===== src/s1md_pkg.sv =====
// ----------------------------------------------------------------------------
// s1md_pkg: shared definitions for the SHA-1 message digest core
// Request format, queue status, the SHA-1 constants and default settings.
// ----------------------------------------------------------------------------
package s1md_pkg;

  // Default message length modulus in bits, and default request queue depth.
  localparam int LENGTH_BITS_DEF = 64;
  localparam int QUEUE_DEPTH_DEF = 4;

  // Initial chaining words, word 0 in the lowest slot.
  localparam logic [4:0][31:0] H_INIT = {
    32'hc3d2e1f0, 32'h10325476, 32'h98badcfe, 32'hefcdab89, 32'h67452301
  };

  // Round constants, one for each group of twenty rounds.
  localparam logic [31:0] K_CH  = 32'h5a827999;
  localparam logic [31:0] K_PA1 = 32'h6ed9eba1;
  localparam logic [31:0] K_MAJ = 32'h8f1bbcdc;
  localparam logic [31:0] K_PA2 = 32'hca62c1d6;

  // Marker byte that follows the last message byte.
  localparam logic [7:0] PAD_BYTE = 8'h80;

  // One classified request, as it travels through the queue.
  typedef struct packed {
    logic       has_byte;
    logic       last;
    logic [7:0] data;
  } s1md_req_t;

  // Fill status of the request queue.
  typedef struct packed {
    logic full;
    logic empty;
  } s1md_qstat_t;

endpackage


===== src/s1md_front.sv =====
// ----------------------------------------------------------------------------
// s1md_front: input stage of the SHA-1 core
// Takes requests, drops those that carry neither a byte nor an end mark, and
// holds the rest in a register until the queue has room.
// ----------------------------------------------------------------------------
module s1md_front
  import s1md_pkg::*;
(
  input  logic        clk,
  input  logic        rst_n,
  input  logic        in_valid,
  output logic        in_stall,
  input  logic [7:0]  in_data_byte,
  input  logic        in_has_byte,
  input  logic        in_end_of_message,
  input  s1md_qstat_t qstat,
  output logic        push,
  output s1md_req_t   push_req
);

  logic      req_valid_r;
  logic      req_valid_nxt;
  s1md_req_t req_r;
  logic      accept;
  logic      useful;

  assign in_stall = req_valid_r & qstat.full;
  assign accept   = in_valid & ~in_stall;
  assign useful   = in_has_byte | in_end_of_message;
  assign push     = req_valid_r & ~qstat.full;
  assign push_req = req_r;

  assign req_valid_nxt = (req_valid_r & qstat.full) | (accept & useful);

  always_ff @(posedge clk) begin
    if (!rst_n) begin
      req_valid_r <= 1'b0;
    end else begin
      req_valid_r <= req_valid_nxt;
    end
  end

  always_ff @(posedge clk) begin
    if (accept && useful) begin
      req_r.has_byte <= in_has_byte;
      req_r.last     <= in_end_of_message;
      req_r.data     <= in_data_byte;
    end
  end

endmodule


===== src/s1md_queue.sv =====
// ----------------------------------------------------------------------------
// s1md_queue: request queue between front and back of the SHA-1 core
// A small first-in first-out store of classified requests.
// ----------------------------------------------------------------------------
module s1md_queue
  import s1md_pkg::*;
#(
  parameter int DEPTH = QUEUE_DEPTH_DEF
) (
  input  logic        clk,
  input  logic        rst_n,
  input  logic        push,
  input  s1md_req_t   push_req,
  input  logic        pop,
  output s1md_req_t   head_req,
  output s1md_qstat_t qstat
);

  localparam int PW = (DEPTH > 1) ? $clog2(DEPTH) : 1;
  localparam int CW = $clog2(DEPTH + 1);
  localparam logic [PW-1:0] LAST_PTR = PW'(DEPTH - 1);
  localparam logic [CW-1:0] FULL_CNT = CW'(DEPTH);

  s1md_req_t     mem_r [DEPTH];
  logic [PW-1:0] wr_ptr_r, wr_ptr_nxt;
  logic [PW-1:0] rd_ptr_r, rd_ptr_nxt;
  logic [CW-1:0] cnt_r, cnt_nxt;

  assign qstat.full  = (cnt_r == FULL_CNT);
  assign qstat.empty = (cnt_r == '0);
  assign head_req    = mem_r[rd_ptr_r];

  always_comb begin
    wr_ptr_nxt = wr_ptr_r;
    rd_ptr_nxt = rd_ptr_r;
    cnt_nxt    = cnt_r;
    if (push) begin
      wr_ptr_nxt = (wr_ptr_r == LAST_PTR) ? '0 : wr_ptr_r + 1'b1;
    end
    if (pop) begin
      rd_ptr_nxt = (rd_ptr_r == LAST_PTR) ? '0 : rd_ptr_r + 1'b1;
    end
    if (push && !pop) begin
      cnt_nxt = cnt_r + 1'b1;
    end else if (pop && !push) begin
      cnt_nxt = cnt_r - 1'b1;
    end
  end

  always_ff @(posedge clk) begin
    if (!rst_n) begin
      wr_ptr_r <= '0;
      rd_ptr_r <= '0;
      cnt_r    <= '0;
    end else begin
      wr_ptr_r <= wr_ptr_nxt;
      rd_ptr_r <= rd_ptr_nxt;
      cnt_r    <= cnt_nxt;
    end
  end

  always_ff @(posedge clk) begin
    if (push) begin
      mem_r[wr_ptr_r] <= push_req;
    end
  end

endmodule


===== src/s1md_back.sv =====
// ----------------------------------------------------------------------------
// s1md_back: block buffer, compression engine and digest output
// Packs bytes into sixteen message words, pads the final block, runs one
// SHA-1 round per cycle and returns the five digest words.
// ----------------------------------------------------------------------------
module s1md_back
  import s1md_pkg::*;
#(
  parameter int LENGTH_BITS = LENGTH_BITS_DEF
) (
  input  logic        clk,
  input  logic        rst_n,
  input  s1md_qstat_t qstat,
  input  s1md_req_t   head_req,
  output logic        pop,
  output logic        out_valid,
  input  logic        out_stall,
  output logic [31:0] out_digest_word,
  output logic [2:0]  out_word_index,
  output logic        out_last_word
);

  // Only the byte count modulo 2^(LENGTH_BITS-3) ever matters.
  localparam int CNT_W = LENGTH_BITS - 3;

  localparam logic [2:0] ST_IDLE  = 3'd0;
  localparam logic [2:0] ST_ROUND = 3'd1;
  localparam logic [2:0] ST_ADD   = 3'd2;
  localparam logic [2:0] ST_LEN   = 3'd3;
  localparam logic [2:0] ST_OUT   = 3'd4;

  localparam logic [6:0] LAST_ROUND = 7'd79;
  localparam logic [2:0] LAST_WORD  = 3'd4;

  logic [2:0]        state_r, state_nxt;
  logic [6:0]        round_r, round_nxt;
  logic [CNT_W-1:0]  cnt_r, cnt_nxt;
  logic              end_pend_r, end_pend_nxt;
  logic              len_pend_r, len_pend_nxt;
  logic              final_r, final_nxt;
  logic [2:0]        oidx_r, oidx_nxt;
  logic              out_valid_r, out_valid_nxt;
  logic [4:0][31:0]  h_r, h_nxt;
  logic [15:0][31:0] w_r, w_nxt;
  logic [31:0]       a_r, b_r, c_r, d_r, e_r;
  logic [31:0]       a_nxt, b_nxt, c_nxt, d_nxt, e_nxt;
  logic [31:0]       out_word_r;
  logic [2:0]        out_index_r;
  logic              out_last_r;
  logic              out_load;

  logic [31:0] f_val;
  logic [31:0] k_val;
  logic [31:0] t_val;
  logic [31:0] w_new;
  logic [5:0]  pos;
  logic [63:0] bit_len;

  assign out_valid       = out_valid_r;
  assign out_digest_word = out_word_r;
  assign out_word_index  = out_index_r;
  assign out_last_word   = out_last_r;

  assign pos     = cnt_r[5:0];
  assign bit_len = 64'({cnt_r, 3'b000});
  assign pop     = (state_r == ST_IDLE) && !end_pend_r && !qstat.empty;

  // Round function and constant for the current round.
  always_comb begin
    priority if (round_r < 7'd20) begin
      f_val = (b_r & c_r) | (~b_r & d_r);
      k_val = K_CH;
    end else if (round_r < 7'd40) begin
      f_val = b_r ^ c_r ^ d_r;
      k_val = K_PA1;
    end else if (round_r < 7'd60) begin
      f_val = (b_r & c_r) | (b_r & d_r) | (c_r & d_r);
      k_val = K_MAJ;
    end else begin
      f_val = b_r ^ c_r ^ d_r;
      k_val = K_PA2;
    end
  end

  assign t_val = {a_r[26:0], a_r[31:27]} + f_val + e_r + k_val + w_r[0];
  assign w_new = {w_r[13][30:0] ^ w_r[8][30:0] ^ w_r[2][30:0] ^ w_r[0][30:0],
                  w_r[13][31] ^ w_r[8][31] ^ w_r[2][31] ^ w_r[0][31]};

  always_comb begin
    logic [5:0] jj;
    logic [1:0] lane;
    jj            = '0;
    lane          = 2'd3 - pos[1:0];
    state_nxt     = state_r;
    round_nxt     = round_r;
    cnt_nxt       = cnt_r;
    end_pend_nxt  = end_pend_r;
    len_pend_nxt  = len_pend_r;
    final_nxt     = final_r;
    oidx_nxt      = oidx_r;
    h_nxt         = h_r;
    w_nxt         = w_r;
    a_nxt         = a_r;
    b_nxt         = b_r;
    c_nxt         = c_r;
    d_nxt         = d_r;
    e_nxt         = e_r;
    out_load      = 1'b0;
    out_valid_nxt = out_valid_r & out_stall;

    unique case (state_r)
      ST_IDLE: begin
        if (end_pend_r) begin
          // Marker byte at the fill position, zeros after it.
          end_pend_nxt = 1'b0;
          for (int i = 0; i < 16; i++) begin
            for (int b = 0; b < 4; b++) begin
              jj = 6'(4 * i + b);
              if (jj == pos) begin
                w_nxt[i][31 - 8 * b -: 8] = PAD_BYTE;
              end else if (jj > pos) begin
                w_nxt[i][31 - 8 * b -: 8] = 8'h00;
              end
            end
          end
          if (pos >= 6'd56) begin
            len_pend_nxt = 1'b1;
            final_nxt    = 1'b0;
          end else begin
            w_nxt[14] = bit_len[63:32];
            w_nxt[15] = bit_len[31:0];
            final_nxt = 1'b1;
          end
          state_nxt = ST_ROUND;
          round_nxt = '0;
          {a_nxt, b_nxt, c_nxt, d_nxt, e_nxt} = {h_r[0], h_r[1], h_r[2], h_r[3], h_r[4]};
        end else if (!qstat.empty) begin
          end_pend_nxt = head_req.last;
          if (head_req.has_byte) begin
            w_nxt[pos[5:2]][{lane, 3'b000} +: 8] = head_req.data;
            cnt_nxt = cnt_r + 1'b1;
            if (pos == 6'd63) begin
              // Block full: compress before anything else.
              final_nxt = 1'b0;
              state_nxt = ST_ROUND;
              round_nxt = '0;
              {a_nxt, b_nxt, c_nxt, d_nxt, e_nxt} =
                {h_r[0], h_r[1], h_r[2], h_r[3], h_r[4]};
            end
          end
        end
      end

      ST_ROUND: begin
        e_nxt = d_r;
        d_nxt = c_r;
        c_nxt = {b_r[1:0], b_r[31:2]};
        b_nxt = a_r;
        a_nxt = t_val;
        for (int i = 0; i < 15; i++) begin
          w_nxt[i] = w_r[i + 1];
        end
        w_nxt[15] = w_new;
        round_nxt = round_r + 1'b1;
        if (round_r == LAST_ROUND) begin
          state_nxt = ST_ADD;
        end
      end

      ST_ADD: begin
        h_nxt[0] = h_r[0] + a_r;
        h_nxt[1] = h_r[1] + b_r;
        h_nxt[2] = h_r[2] + c_r;
        h_nxt[3] = h_r[3] + d_r;
        h_nxt[4] = h_r[4] + e_r;
        if (final_r) begin
          state_nxt = ST_OUT;
          oidx_nxt  = '0;
        end else if (len_pend_r) begin
          state_nxt = ST_LEN;
        end else begin
          state_nxt = ST_IDLE;
        end
      end

      ST_LEN: begin
        // Second final block: only the length.
        len_pend_nxt = 1'b0;
        final_nxt    = 1'b1;
        w_nxt        = '0;
        w_nxt[14]    = bit_len[63:32];
        w_nxt[15]    = bit_len[31:0];
        state_nxt    = ST_ROUND;
        round_nxt    = '0;
        {a_nxt, b_nxt, c_nxt, d_nxt, e_nxt} = {h_r[0], h_r[1], h_r[2], h_r[3], h_r[4]};
      end

      ST_OUT: begin
        if (!out_valid_r || !out_stall) begin
          out_load      = 1'b1;
          out_valid_nxt = 1'b1;
          oidx_nxt      = oidx_r + 1'b1;
          if (oidx_r == LAST_WORD) begin
            h_nxt     = H_INIT;
            cnt_nxt   = '0;
            final_nxt = 1'b0;
            state_nxt = ST_IDLE;
          end
        end
      end

      default: begin
        state_nxt = ST_IDLE;
      end
    endcase
  end

  always_ff @(posedge clk) begin
    if (!rst_n) begin
      state_r     <= ST_IDLE;
      round_r     <= '0;
      cnt_r       <= '0;
      end_pend_r  <= 1'b0;
      len_pend_r  <= 1'b0;
      final_r     <= 1'b0;
      oidx_r      <= '0;
      out_valid_r <= 1'b0;
      h_r         <= H_INIT;
    end else begin
      state_r     <= state_nxt;
      round_r     <= round_nxt;
      cnt_r       <= cnt_nxt;
      end_pend_r  <= end_pend_nxt;
      len_pend_r  <= len_pend_nxt;
      final_r     <= final_nxt;
      oidx_r      <= oidx_nxt;
      out_valid_r <= out_valid_nxt;
      h_r         <= h_nxt;
    end
  end

  always_ff @(posedge clk) begin
    w_r <= w_nxt;
    a_r <= a_nxt;
    b_r <= b_nxt;
    c_r <= c_nxt;
    d_r <= d_nxt;
    e_r <= e_nxt;
    if (out_load) begin
      out_word_r  <= h_r[oidx_r];
      out_index_r <= oidx_r;
      out_last_r  <= (oidx_r == LAST_WORD);
    end
  end

  // The round counter never runs past the last round.
  a_round_range: assert property (@(posedge clk) disable iff (!rst_n)
    state_r == ST_ROUND |-> round_r <= LAST_ROUND)
    else $error("round counter out of range");

  // The last round always hands over to the chaining update.
  a_round_end: assert property (@(posedge clk) disable iff (!rst_n)
    state_r == ST_ROUND && round_r == LAST_ROUND |=> state_r == ST_ADD)
    else $error("compression did not end in the chaining update");

  // Requests leave the queue only when the engine is free.
  a_pop_idle: assert property (@(posedge clk) disable iff (!rst_n)
    pop |-> state_r == ST_IDLE && !end_pend_r && !qstat.empty)
    else $error("request taken while the engine was busy");

  // After the final compression the digest goes out next.
  a_final_out: assert property (@(posedge clk) disable iff (!rst_n)
    state_r == ST_ADD && final_r |=> state_r == ST_OUT && oidx_r == 3'd0)
    else $error("final compression not followed by digest output");

endmodule


===== src/sha1_message_digest_core.sv =====
// ----------------------------------------------------------------------------
// sha1_message_digest_core: SHA-1 digest of a byte-serial message
// Front stage, request queue and compression engine with digest output.
// ----------------------------------------------------------------------------
// The core hashes a message that arrives one byte per request and, after the
// request that carries the end mark, returns the five SHA-1 digest words,
// word 0 first, with the last one flagged; it is then ready for a new message.
// The engine takes in one byte at a time, and every 64th byte starts a
// compression (80 rounds at one round per cycle, then an update of the
// chaining words), during which the engine takes no bytes. The end mark
// costs a padding step and one compression. When fewer than nine bytes of
// the last block remain free, it costs a padding step, two compressions and
// a length step between them. The digest words then go out in order, each
// held while out_stall is high. A request queue of QUEUE_DEPTH entries and
// an input register lets requests keep arriving while a compression is under
// way. LENGTH_BITS sets the modulus of the bit length written into the final
// block.
// ----------------------------------------------------------------------------
module sha1_message_digest_core
  import s1md_pkg::*;
#(
  parameter int LENGTH_BITS = LENGTH_BITS_DEF,
  parameter int QUEUE_DEPTH = QUEUE_DEPTH_DEF
) (
  input  logic        clk,
  input  logic        rst_n,
  input  logic        in_valid,
  output logic        in_stall,
  input  logic [7:0]  in_data_byte,
  input  logic        in_has_byte,
  input  logic        in_end_of_message,
  output logic        out_valid,
  input  logic        out_stall,
  output logic [31:0] out_digest_word,
  output logic [2:0]  out_word_index,
  output logic        out_last_word
);

  // Queue status is seen by both sides, so each can stall on its own.
  s1md_qstat_t qstat;
  s1md_req_t   push_req;
  s1md_req_t   head_req;
  logic        push;
  logic        pop;

  s1md_front u_front (
    .clk               (clk),
    .rst_n             (rst_n),
    .in_valid          (in_valid),
    .in_stall          (in_stall),
    .in_data_byte      (in_data_byte),
    .in_has_byte       (in_has_byte),
    .in_end_of_message (in_end_of_message),
    .qstat             (qstat),
    .push              (push),
    .push_req          (push_req)
  );

  s1md_queue #(
    .DEPTH (QUEUE_DEPTH)
  ) u_queue (
    .clk      (clk),
    .rst_n    (rst_n),
    .push     (push),
    .push_req (push_req),
    .pop      (pop),
    .head_req (head_req),
    .qstat    (qstat)
  );

  // The engine holds the block, the byte count and the chaining words.
  s1md_back #(
    .LENGTH_BITS (LENGTH_BITS)
  ) u_back (
    .clk             (clk),
    .rst_n           (rst_n),
    .qstat           (qstat),
    .head_req        (head_req),
    .pop             (pop),
    .out_valid       (out_valid),
    .out_stall       (out_stall),
    .out_digest_word (out_digest_word),
    .out_word_index  (out_word_index),
    .out_last_word   (out_last_word)
  );

endmodule

===== config.mk =====
export PLATFORM = sky130hd
export DESIGN_NAME = sha1_message_digest_core
export DESIGN_NICKNAME = d
export VERILOG_FILES = /design/src/s1md_pkg.sv /design/src/s1md_front.sv /design/src/s1md_queue.sv /design/src/s1md_back.sv /design/src/sha1_message_digest_core.sv
export SDC_FILE = /design/constraint.sdc
export NUM_CORES = 2
export LEC_CHECK = 0
export BUFFER_PORTS_ARGS = -buffer_cell sky130_fd_sc_hd__buf_4
export CORE_ASPECT_RATIO = 0.9
export CORE_MARGIN = 4
export CORE_UTILIZATION = 55
export CTS_CLUSTER_SIZE = 8
export DETAILED_ROUTE_END_ITERATION = 7
export GPL_TIMING_DRIVEN = 0
export MAX_ROUTING_LAYER = met4
export PLACE_DENSITY_LB_ADDON = 0.12
export SLEW_MARGIN = 10
export SYNTH_ARGS = -nofsm -noshare
export SYNTH_HDL_FRONTEND = slang
export SYNTH_SLANG_ARGS = --single-unit

===== constraint.sdc =====
create_clock -name clk -period 25.5 [get_ports clk]
set_clock_uncertainty 0.05 [all_clocks]
set_input_delay 3.825 -clock clk [delete_from_list [all_inputs] [get_ports clk]]
set_output_delay 3.825 -clock clk [all_outputs]
set_load 0.05 [all_outputs]

==> results_dict.tcl <==
set metrics [dict create \
    syn_nets 6188 \
    floorplan.rows 113 \
    synth_area_leader_cell "edfxtp_1" \
    synth_most_common_cell "nand2_1" \
    cts.sinks 1006 \
    cp.required_ns 25.94 \
    core_sq_mm 0.105 \
    clock_latency_ns 0.80 \
    drive_gt1_share_pct 5.35 \
    seq_area_frac_synth_pct 47.5 \
    ys.flop_type "edfxtp_1" \
    power_density_mw_per_mm2 138 \
    portBuffers 51 \
    die_area_sq_mm 0.111 \
    maxCapViolations 3 \
    clk_path_buf_depth 3 \
    place_inst 7261 \
    drt_iter0_drc 8853 \
    die_h_um 317 \
    power_frac_seq_pct 33.7 \
    synth_top_area_share_pct 39.0 \
    tightest_slew_ns 1.55 \
    num_vias 51418 \
    ant_nets 0 \
    area_growth_pct 11.6 \
    comb_power_share_pct 45.7 \
    utilization_pct 61.8 \
    wl_per_cell_um 31.1 \
    start_util_pct 55.4 \
    netlist_instances 5813 \
    critPathCaptureType "flop" \
    violations "max-capacitance violations, max-slew violations" \
    cts.htree.levels 4 \
    fin_crit_sh_pct 36.1 \
    max_freq_mhz 109 \
    final_nets 6402 \
    drt-total-wl_mm 234 \
    grt_pass1_vias 46960 \
    path_class "flop to flop" \
    p_int_mw 4.98 \
    synth.distinct_cells 86 \
    async_flop_share_pct 0 \
    clk_pin_slew_ns 0.05 \
    routabilityCongestion 1.05 \
    startpoint_type "flop" \
    first_pass_iters 7 \
    p_switching_mw 3.98 \
    syn_avg_cell_area_sq_um 10.0 \
    tns_ns 0 \
    synth.ff_latch_count 1006 \
    synth_area_leaders "edfxtp_1 (39%), dfxtp_1 (8.5%), a22oi_1 (6.2%)" \
    rsz0062_at_grt "no" \
    n_fill_cell 8874 \
    postCtsSetupBuffers 0 \
    clockPowerShare_pct 20.6 \
    post_cts_resized 0 \
    holdCritPathClass "flop to flop" \
    antenna_found_initial 9 \
    hold_buffers 0 \
    p_leak_nw 23.8 \
    ir_drop_mv 0.107 \
    drc 0 \
    period_needed_ns 9.20 \
    cts_tree "done" \
    synth-edff-count 758 \
    netlist_area_sq_mm 0.0583 \
    grt_max_degree 34 \
    hold_viol 0 \
    sw_frac_of_total_pct 44.4 \
    arrival_ns 9.64 \
    outcome "complete, but fails checks" \
    grt_usage_pct 42.4 \
    slew_viol_final 17 \
    synth_warnings 0 \
    synth_common_cells "nand2_1 (791), edfxtp_1 (758), o21ai_0 (660)" \
    die_w_um 351 \
    worstPathMaxFanout 11 \
    dp_hpwl_mm 178 \
    cts_root_buf "clkbuf_16" \
    grt_overflow 0 \
    io_pins 52 \
    setup_violations 0 \
    stdcell_count 7506 \
    grt_pass1_wl_mm 330 \
    cts_buffers 144 \
    via_per_inst 6.85 \
    slew_headroom_pct -3.53 \
]
-- power by group through the flow --
stage	clock (mW)	sequential [mW]	combinational (mW)
2_1_floorplan	0	2.84	2.58
3_5_place_dp	0	3.02	3.88
5_1_grt	1.92	3.04	4.36
4_1_cts	1.84	2.99	3.92
3_3_place_gp	0	3.06	3.77
6_report	1.85	3.02	4.09
-- final timing paths --
check / from / to / cells after the start / slack (ns)
setup reg to reg: u_back.round_r[2]$_SDFFE_PN0P_ / u_back.a_r[30]$_DFFE_PP_ / 24 / 16.30
setup / recovery: u_back.round_r[2]$_SDFFE_PN0P_ / u_back.a_r[30]$_DFFE_PP_ / 24 / 16.30
hold reg to reg: u_back.h_r[90]$_SDFFE_PN0P_ / u_back.h_r[90]$_SDFFE_PN0P_ / 2 / 0.45
hold / removal: u_back.h_r[90]$_SDFFE_PN0P_ / u_back.h_r[90]$_SDFFE_PN0P_ / 2 / 0.45
-- worst max-delay path: stages (launching register included) --
cell	delay, ns
dfxtp_1	0.36
o21ai_0	0.19
nand2_1	0.35
nand2_1	0.35
inv_1	0.33
nor2_1	1.15
clkbuf_1	1.04
nor2_1	0.08
nor2_1	0.21
fa_1	0.25
inv_1	0.07
fa_1	0.45
fa_1	0.58
inv_1	0.06
ha_1	0.30
a211oi_1	0.36
o21ai_0	0.22
a21oi_1	0.42
o21ai_0	0.17
a21oi_1	0.67
o21ai_0	0.38
a211oi_1	0.41
a21oi_1	0.14
xnor2_1	0.20
o21ai_0	0.11
-- area by class of cell --
| class | instances | area [sq um] | share of cell area (%) |
|---|---|---|---|
| Sequential cell | 1006 | 27700 | 42.6 |
| Multi-Input combinational cell | 4252 | 28600 | 43.9 |
| Buffer | 294 | 1130 | 1.73 |
| Clock inverter | 17 | 360 | 0.554 |
| Antenna cell | 12 | 30.0 | 0.0461 |
| Tap cell | 1380 | 1730 | 2.65 |
| Clock buffer | 216 | 3870 | 5.95 |
| Inverter | 261 | 980 | 1.51 |
| Timing Repair Buffer | 68 | 688 | 1.06 |
-- routing by layer --
metal  global-route usage (%)  vias to the layer above  part of all wire (%)
met1                     61.0                    25205                    42
met5                        -                        -                     0
met4                     14.6                        0                   3.9
met2                     53.9                     3795                    38
met3                     16.6                      588                    16
li1                         -                    21830                     -
-- metrics by stage --
step | instance area, sq um | hold WS (ns) | total power [mW] | worst slack [ns]
2_1_floorplan | 58300 | 0.382 | 5.42 | 15.00
3_3_place_gp | 60400 | 0.426 | 6.83 | 8.17
3_5_place_dp | 60800 | 0.435 | 6.90 | 16.95
4_1_cts | 65000 | 0.444 | 8.75 | 16.84
5_1_grt | 65100 | 0.469 | 9.31 | 16.24
6_report | 65100 | 0.451 | 8.95 | 16.30
-- logic make-up (layout without fill, tap and decap cells) --
group	after synthesis	count (layout)	share of synthesized area (%)
AOI/OAI and AO/OA	1919	1919	20.7
and+or+nand+nor	1605	1605	12.3
DFF	1006	1006	47.5
buffers and inverters	555	856	3.60
adders and majority gates	361	361	9.36
xor gates and xnor gates	309	309	4.64
muxes	58	58	1.90
other	0	12	0
-- cells in the final DEF, fill, tap and decap left out, types with 59 or more instances in the layout --
cell         n
nand2_1    791
edfxtp_1   758
o21ai_0    660
a22oi_1    479
a21oi_1    332
clkbuf_1   324
nor2_1     319
inv_1      259
dfxtp_1    248
ha_1       236
xnor2_1    186
clkbuf_16  144
nor2b_1    142
fa_1       125
xor2_1     123
a21o_1      80
nor3_1      70
nand3_1     68
buf_4       59
Power figures use the tool's default switching activity.
